**src/rtl/core/lis_pkg.sv**
```systemverilog
package lis_pkg;

  localparam int DefaultMaxLength = 256;
  localparam int ValueWidth       = 32;
  localparam int LengthWidth      = 9;

  typedef logic signed [ValueWidth-1:0] value_t;

  // Broadcast from the top level to every cell in the chain.
  typedef struct packed {
    logic   take;
    value_t key;
  } lis_bcast_t;

endpackage

```
**src/rtl/core/lis_cell.sv**
```systemverilog
module lis_cell #(
  parameter int INDEX = 0,
  parameter int CNT_W = 9
) (
  input  logic                clk,
  input  lis_pkg::lis_bcast_t bcast,
  input  logic [CNT_W-1:0]    fill,
  input  logic                ge_prev,
  output logic                ge,
  output logic                wr
);
  import lis_pkg::*;

  localparam logic [CNT_W-1:0] MyIndex = CNT_W'(INDEX);

  value_t tail;
  logic   used;
  logic   at_end;

  assign used   = MyIndex < fill;
  assign at_end = MyIndex == fill;

  // The table is sorted, so the ge flags of the cells in use form a run of
  // zeros followed by ones; the first one is the replacement point.
  assign ge = used && (tail >= bcast.key);
  assign wr = bcast.take && (ge || at_end) && !ge_prev;

  always_ff @(posedge clk) begin
    if (wr) begin
      tail <= bcast.key;
    end
  end

endmodule

```
**config.mk**
```make
export PLATFORM = sky130hd
export DESIGN_NAME = lis_cell
export DESIGN_NICKNAME = d
export VERILOG_FILES = /design/src/rtl/core/lis_pkg.sv /design/src/rtl/core/lis_cell.sv
export SDC_FILE = /design/constraint.sdc
export NUM_CORES = 1
export LEC_CHECK = 0
export ABC_CLOCK_PERIOD_IN_PS = 7100
export BUFFER_PORTS_ARGS = -buffer_cell sky130_fd_sc_hd__buf_2
export CAP_MARGIN = 40
export CELL_PAD_IN_SITES_DETAIL_PLACEMENT = 1
export CELL_PAD_IN_SITES_GLOBAL_PLACEMENT = 1
export CORE_UTILIZATION = 35
export CTS_CLUSTER_SIZE = 14
export DETAILED_ROUTE_END_ITERATION = 8
export PLACE_DENSITY_LB_ADDON = 0.08
export SYNTH_ARGS = -nofsm -noshare
export SYNTH_HDL_FRONTEND = slang
export SYNTH_SLANG_ARGS = --single-unit
```
**constraint.sdc**
```tcl
create_clock -name clk -period 7.1 [get_ports clk]
set_input_delay 1.42 -clock clk [delete_from_list [all_inputs] [get_ports clk]]
set_output_delay 1.42 -clock clk [all_outputs]
set_load 0.005 [all_outputs]
```
Word-level counts from Yosys, hierarchy flattened --
Index checks and enable logic that the tools add are counted.
Word-level totals: output and inout port bits 2, flip-flop bits (word level) 32, input bits 44, word-level logic and storage cells 9
Cells by class: reduce and logical (&&, ||, !) cells 6, $lt $le $gt $ge 2
Operators with widths (count):
- 32-bit greater-or-equal comparator | 1
- 9-bit logical NOT | 1
- 1-bit by 9-bit < comparator with 1-bit output, first input constant | 1
- 1-bit logical AND | 3
- 1-bit logical NOT | 1
- 1-bit logical OR | 1

Logic depth before layout (Yosys ltp) --
Gate-level depths: netlist of run 1.
word-level depth 5, mapped depth 8, depth with buffers taken out 8

Least setup slack after synthesis of run 1 --
OpenSTA, ideal clock, no wires.
kind input-to-output, from in bcast[1] in the netlist's numbering, to out wr, stages 8, path buffers 0, arrival 4324 ps, data required time 5680 ps, path slack 1356 ps, cell sequence inv_1 > ha_1 > nor2b_1 > o211ai_1 > a2111oi_2 > nor3_1 > mux2i_1 > a41oi_1
On the way: longest elaborated chain between the ends 5
Ends and longest elaborated chain:
- from (decl) | line lis_cell.sv:6 | input lis_pkg::lis_bcast_t bcast,
- 32-bit greater-or-equal comparator | line lis_cell.sv:25 | assign ge = used && (tail >= bcast.key);
- 1-bit logical AND | line lis_cell.sv:25
- 1-bit logical OR | line lis_cell.sv:26 | assign wr = bcast.take && (ge || at_end) && !ge_prev;
- 1-bit logical AND (2 in series) | line lis_cell.sv:26
- to (decl) | line lis_cell.sv:10 | output logic wr
Every way passes these cells.

Worst setup path after layout of run 1 --
from in bcast[13] in the netlist's numbering, to out wr
The elaborated chain is that of the path after synthesis.

==> results of run 1 <==
-- final cells by class --
type,instances,area (um2),area share (%)
multi-input cells,92,788,34.7
repair buffers,46,233,10.3
clock buffers,7,76.3,3.36
flip-flops and latches,32,961,42.3
clock inverters,1,3.75,0.165
well taps,70,87.6,3.86
inverters,32,120,5.29
-- power groups by stage --
stage          registers, mW  logic [mW]  clock network [mW]
4_1_cts                0.222      0.0682               0.139
6_report               0.222      0.0662               0.132
3_3_place_gp           0.226      0.0640                   0
2_1_floorplan          0.226      0.0388                   0
3_5_place_dp           0.227      0.0678                   0
5_1_grt                0.223      0.0772               0.142
-- layout by cell type (no fill, tap or decap), types with 2 or more instances in the layout --
master and n:
a21o_1 2, a21oi_1 12, buf_2 45, clkbuf_1 2, clkbuf_8 5, edfxtp_1 32
ha_1 32, inv_1 32, nand2_1 5, nand3_1 3, nand4_1 7, nand4_2 2
nor2_1 6, nor3_1 2, nor4_1 2, o211ai_1 2, o21ai_0 4
-- cells by family after synthesis --
family | synth area share (%)
compound gates | 8.86
mux | 0.541
simple gates | 10.5
flops | 51.9
buf+inv | 6.49
fa+ha+maj | 21.6
-- worst paths after layout --
path	cells past startpoint	end	start
setup / recovery	10	wr	bcast[13]
hold / removal	1	tail[5]$_DFFE_PP_	bcast[5]
setup reg to reg	8	tail[18]$_DFFE_PP_	tail[31]$_DFFE_PP_
hold reg to reg	6	tail[28]$_DFFE_PP_	tail[1]$_DFFE_PP_
-- routing by layer --
layer  vias up  part of all wire (%)  global-route usage (%)
met4         0                   1.5                    5.66
li1        677                     -                       -
met2        21                    55                    26.6
met1       640                    41                    15.8
met5         -                     0                       0
met3         6                   3.2                    3.21
==> results.py, run 1 <==
metrics = {
    "floorplan": {
        "row_count": 26,
        "io_pins": 46,
        "die_h_um": 74.7,
        "start_util_pct": 36.2,
        "coreArea_um2": 5110,
        "die_x_um": 74.7,
        "die_area_um2": 5580,
    },
    "sta": {
        "clock_skew_ns": 0.00784,
        "final-hold-violation-count": 0,
        "setup_viol": 0,
        "worst_pin_slew_ns": 0.429,
        "setup_tns_ns": 0,
        "period_share_pct": 64.7,
        "fin_ws_ns": 2.51,
        "fin_crit_ns": 4.59,
        "fmax_mhz": 218,
        "rsz0062_at_grt": "no",
        "finalHoldWorstSlack_ns": 1.33,
        "relSlewSlack_pct": 71.1,
        "slew_violations": 0,
    },
    "placed_design": {
        "pre_cts_ws_ns": 2.48,
        "placed_cell_area_um2": 2190,
        "gp_congestion": 0.679,
        "port_buffers": 45,
        "dp.cells": 272,
        "post-dp-hpwl_um": 2960,
    },
    "yosys": {
        "synth_area_leaders": "edfxtp_1, ha_1, inv_1, a21oi_1, nand4_1",
        "synth_fp_nets": 232,
        "yosysUniqueCellTypes": 27,
        "synth_flop_cell": "edfxtp_1",
        "synth_area_um2": 1850,
        "ys_async_sr_fraction_pct": 0,
        "yosys_warnings": 0,
        "seq_area_frac_synth_pct": 51.9,
        "synth_edf_count": 32,
        "synth_top_cell_by_area": "edfxtp_1",
        "synthCells": 156,
        "synth_common_cells": "edfxtp_1, ha_1, inv_1",
        "synth_top_area_share_pct": 51.9,
        "synth.ff_latch_count": 32,
        "syn_area_per_cell_um2": 11.9,
    },
    "route": {
        "wirelength_um": 3650,
        "viasPerCell": 4.80,
        "drt_pass1_iterations": 4,
        "drt_first_iter_violations": 36,
        "vias": 1344,
        "avgRoutedWirePerCell_um": 13.0,
        "drtAntennaViolNets": 0,
        "drc_errors": 0,
    },
    "grt": {
        "grt_usage_pct": 14.3,
        "first_global_vias": 1379,
        "grt_overflow": 0,
        "antenna_found_initial": 0,
        "grt_max_degree": 33,
        "grt_pass1_wl_um": 5920,
    },
    "power": {
        "power_density_nw_per_um2": 185,
        "ir_worst_vdd_uv": 99.4,
        "p_leak_nw": 1.04,
        "pwr-share-seq_pct": 52.9,
        "p_total_mw": 0.420,
        "comb_power_share_pct": 15.7,
        "internal_power_mw": 0.317,
        "switching_share_pct": 24.5,
        "p_switching_mw": 0.103,
        "power_frac_clock_pct": 31.4,
    },
    "clock_tree": {
        "cts_tree": "done",
        "clk_pin_slew_ns": 0.07,
        "htreeDepth": 2,
        "hold_buffers": 0,
        "clock_latency_ns": 0.28,
        "postCtsSetupRepairBufs": 0,
        "cts_root_buffer": "clkbuf_8",
        "cts_max_path_buffers": 2,
        "numCtsBuffers": 5,
        "ctsResizeCount": 0,
        "clkSinkCount": 32,
    },
    "worst_setup_path": {
        "critPathSlowestCell": "mux2i_1",
        "slowest_delay_ns": 0.36,
        "worstSetupStartpointType": "input port",
        "critPathTopFamily": "compound AO/OA/AOI/OAI gates",
        "cp_num_buf_inv": 3,
        "reg2reg_slack_ns": 4.56,
        "cp_common_cell": "buf_2",
        "worstPathArrival_ns": 3.17,
        "crit_required_ns": 5.68,
        "cp_max_fo": 2,
        "crit_type": "in -> out",
        "worstPathCellList": "buf_2, inv_1, ha_1, a21o_1, nand3_1, o311ai_1, nor3_1, mux2i_1, a41oi_4, buf_2",
        "end_kind": "output port",
    },
    "cells_and_area": {
        "diodes": 0,
        "reg_top3": "tail x32",
        "max_flop_register": "tail",
        "largest_reg_flops": 32,
        "fillers": 598,
        "nets": 285,
        "stdcell_area_um2": 2270,
        "syn_to_final_growth_pct": 22.7,
        "final_core_util_pct": 44.4,
        "finalNonFillerCells": 280,
        "drive_above_1_share_pct": 26.7,
    },
    "outcome": {
        "outcome": "finished clean",
    },
    "hold_path": {
        "hp-class": "in -> reg",
    },
    "flow_run": {
        "maxCapViolations": 0,
    },
}
Power figures use the tool's default switching activity.
==> run 2, diff against run 1 <==
--- a/config.mk
+++ b/config.mk
@@ -5,7 +5,7 @@
 export SDC_FILE = /design/constraint.sdc
 export NUM_CORES = 1
 export LEC_CHECK = 0
-export ABC_CLOCK_PERIOD_IN_PS = 7100
+export ABC_CLOCK_PERIOD_IN_PS = 4100
 export BUFFER_PORTS_ARGS = -buffer_cell sky130_fd_sc_hd__buf_2
 export CAP_MARGIN = 40
 export CELL_PAD_IN_SITES_DETAIL_PLACEMENT = 1
==> constraint.sdc (replaced) <==
create_clock -name clk -period 4.1 [get_ports clk]
set_input_delay 0.82 -clock clk [delete_from_list [all_inputs] [get_ports clk]]
set_output_delay 0.82 -clock clk [all_outputs]
set_load 0.005 [all_outputs]
==> results.py, run 2 (same netlist as run 1, synthesis figures left out) <==
metrics = {
    "hold_path": {
        "hp-class": "in -> reg",
    },
    "clock_tree": {
        "cts_tree": "done",
        "cts_root_buffer": "clkbuf_8",
        "clock_latency_ns": 0.28,
        "clkSinkCount": 32,
        "ctsResizeCount": 0,
        "numCtsBuffers": 5,
        "hold_buffers": 0,
        "cts_max_path_buffers": 2,
        "clk_pin_slew_ns": 0.06,
        "htreeDepth": 2,
        "postCtsSetupRepairBufs": 0,
    },
    "placed_design": {
        "gp_congestion": 0.720,
        "port_buffers": 45,
        "post-dp-hpwl_um": 3040,
    },
    "cells_and_area": {
        "diodes": 0,
        "max_flop_register": "tail",
        "seq_area_um2": 961,
        "largest_reg_flops": 32,
        "fillers": 599,
        "syn_to_final_growth_pct": 22.4,
        "final_common_cell": "buf_2",
        "drive_above_1_share_pct": 26.8,
        "nets": 285,
        "final_core_util_pct": 44.4,
        "multi_input_area_um2": 788,
        "reg_top3": "tail x32",
        "layout_common_cells": "buf_2, inv_1, ha_1, edfxtp_1, a21oi_1",
    },
    "route": {
        "wirelength_um": 3810,
        "route.met2.wl_um": 2030,
        "m1WireLength_um": 1590,
        "avgRoutedWirePerCell_um": 13.7,
        "drc_errors": 0,
        "vias": 1353,
        "drt_first_iter_violations": 39,
        "wl_met3_um": 152,
        "drt_pass1_iterations": 3,
        "drtAntennaViolNets": 0,
        "viasPerCell": 4.85,
        "dr.max_layer_used": "met4",
    },
    "grt": {
        "grt_usage_pct": 15.5,
        "grt_pass1_wl_um": 6240,
        "antenna_found_initial": 0,
        "grt_max_degree": 33,
        "first_global_vias": 1423,
        "grt_overflow": 0,
    },
    "sta": {
        "relSlewSlack_pct": 71.5,
        "final-hold-violation-count": 0,
        "fin_crit_ns": 3.43,
        "setup_tns_ns": 0,
        "worst_pin_slew_ns": 0.423,
        "clock_skew_ns": 0.00475,
        "slew_violations": 0,
        "setup_viol": 0,
        "rsz0062_at_grt": "no",
        "period_share_pct": 83.6,
        "fmax_mhz": 292,
    },
    "floorplan": {
        "die_x_um": 74.7,
        "start_util_pct": 36.2,
        "coreArea_um2": 5110,
        "die_h_um": 74.7,
        "die_area_um2": 5580,
        "io_pins": 46,
        "row_count": 26,
    },
    "worst_setup_path": {
        "crit_type": "in -> out",
        "worstSetupStartpointType": "input port",
        "worstPathCellList": "buf_2, inv_1, ha_1, a21oi_1, o21a_1, o311ai_1, nor3_1, mux2i_1, a31oi_1, buf_2",
        "cp_max_fo": 3,
        "cp_num_buf_inv": 3,
        "critPathTopFamily": "compound AO/OA/AOI/OAI gates",
        "critPathSlowestCell": "mux2i_1",
        "worstPathArrival_ns": 2.61,
        "end_kind": "output port",
        "cp_common_cell": "buf_2",
        "crit_required_ns": 3.28,
        "slowest_delay_ns": 0.36,
    },
    "power": {
        "p_leak_nw": 1.04,
        "ir_worst_vdd_uv": 171,
        "power_density_nw_per_um2": 319,
    },
    "outcome": {
        "outcome": "finished clean",
    },
    "flow_run": {
        "maxCapViolations": 0,
    },
}
run 2: cell count changes in the layout (fill, tap and decap cells not counted):
| cell | delta |
|---|---|
| clkbuf_1 | -2 |
| clkinv_1 | +1 |
run 2: worst register-to-register path, stage by stage, from the launching register on:
cell and delay (ns):
edfxtp_1 0.37, ha_1 0.35, nand4_2 0.16, nor4_1 0.44
mux2i_1 0.22, a41oi_4 0.23, buf_4 0.43
run 2: final cells by class:
class                   count  share of cell area [%]
flip-flops and latches     32                    42.4
repair buffers             46                    10.3
well taps                  70                    3.87
clock inverters             2                   0.331
clock buffers               5                    3.04
inverters                  32                    5.30
multi-input cells          92                    34.8
run 2: final timing paths:
| path | endpoint | cells past startpoint | start | slack [ns] |
|---|---|---|---|---|
| setup / recovery | ge | 10 | bcast[7] | 0.67 |
| hold / removal | tail[4]$_DFFE_PP_ | 1 | bcast[4] | 0.72 |
| setup reg to reg | tail[18]$_DFFE_PP_ | 6 | tail[31]$_DFFE_PP_ | 1.54 |
| hold reg to reg | tail[21]$_DFFE_PP_ | 6 | tail[16]$_DFFE_PP_ | 1.46 |
run 2: report_power, final:
part / total [mW] / switching [mW] / internal [mW]
Combinational: 0.117 / 0.0651 / 0.0516
Clock: 0.222 / 0.110 / 0.112
Sequential: 0.385 / 0.00476 / 0.380
Total: 0.724 / 0.180 / 0.544
run 2: stage by stage:
stage	power (mW)	setup WS, ns	hold slack (ns)	instance area [um2]	instances
final	0.724	0.674	0.725	2270	279
after global routing	0.767	0.554	0.707	2270	279
after CTS	0.736	0.668	0.717	2270	279
after detailed placement	0.510	0.674	1.01	2190	272
after global placement	0.503	0.699	1.01	2190	272
after floorplan	0.459	0.337	0.919	1860	156
run 2: per-layer routing:
metal | vias to the layer above | track usage (%)
met5 | - | 0
met4 | 0 | 5.66
met3 | 4 | 5.35
met2 | 29 | 27.9
met1 | 642 | 16.8
li1 | 678 | -
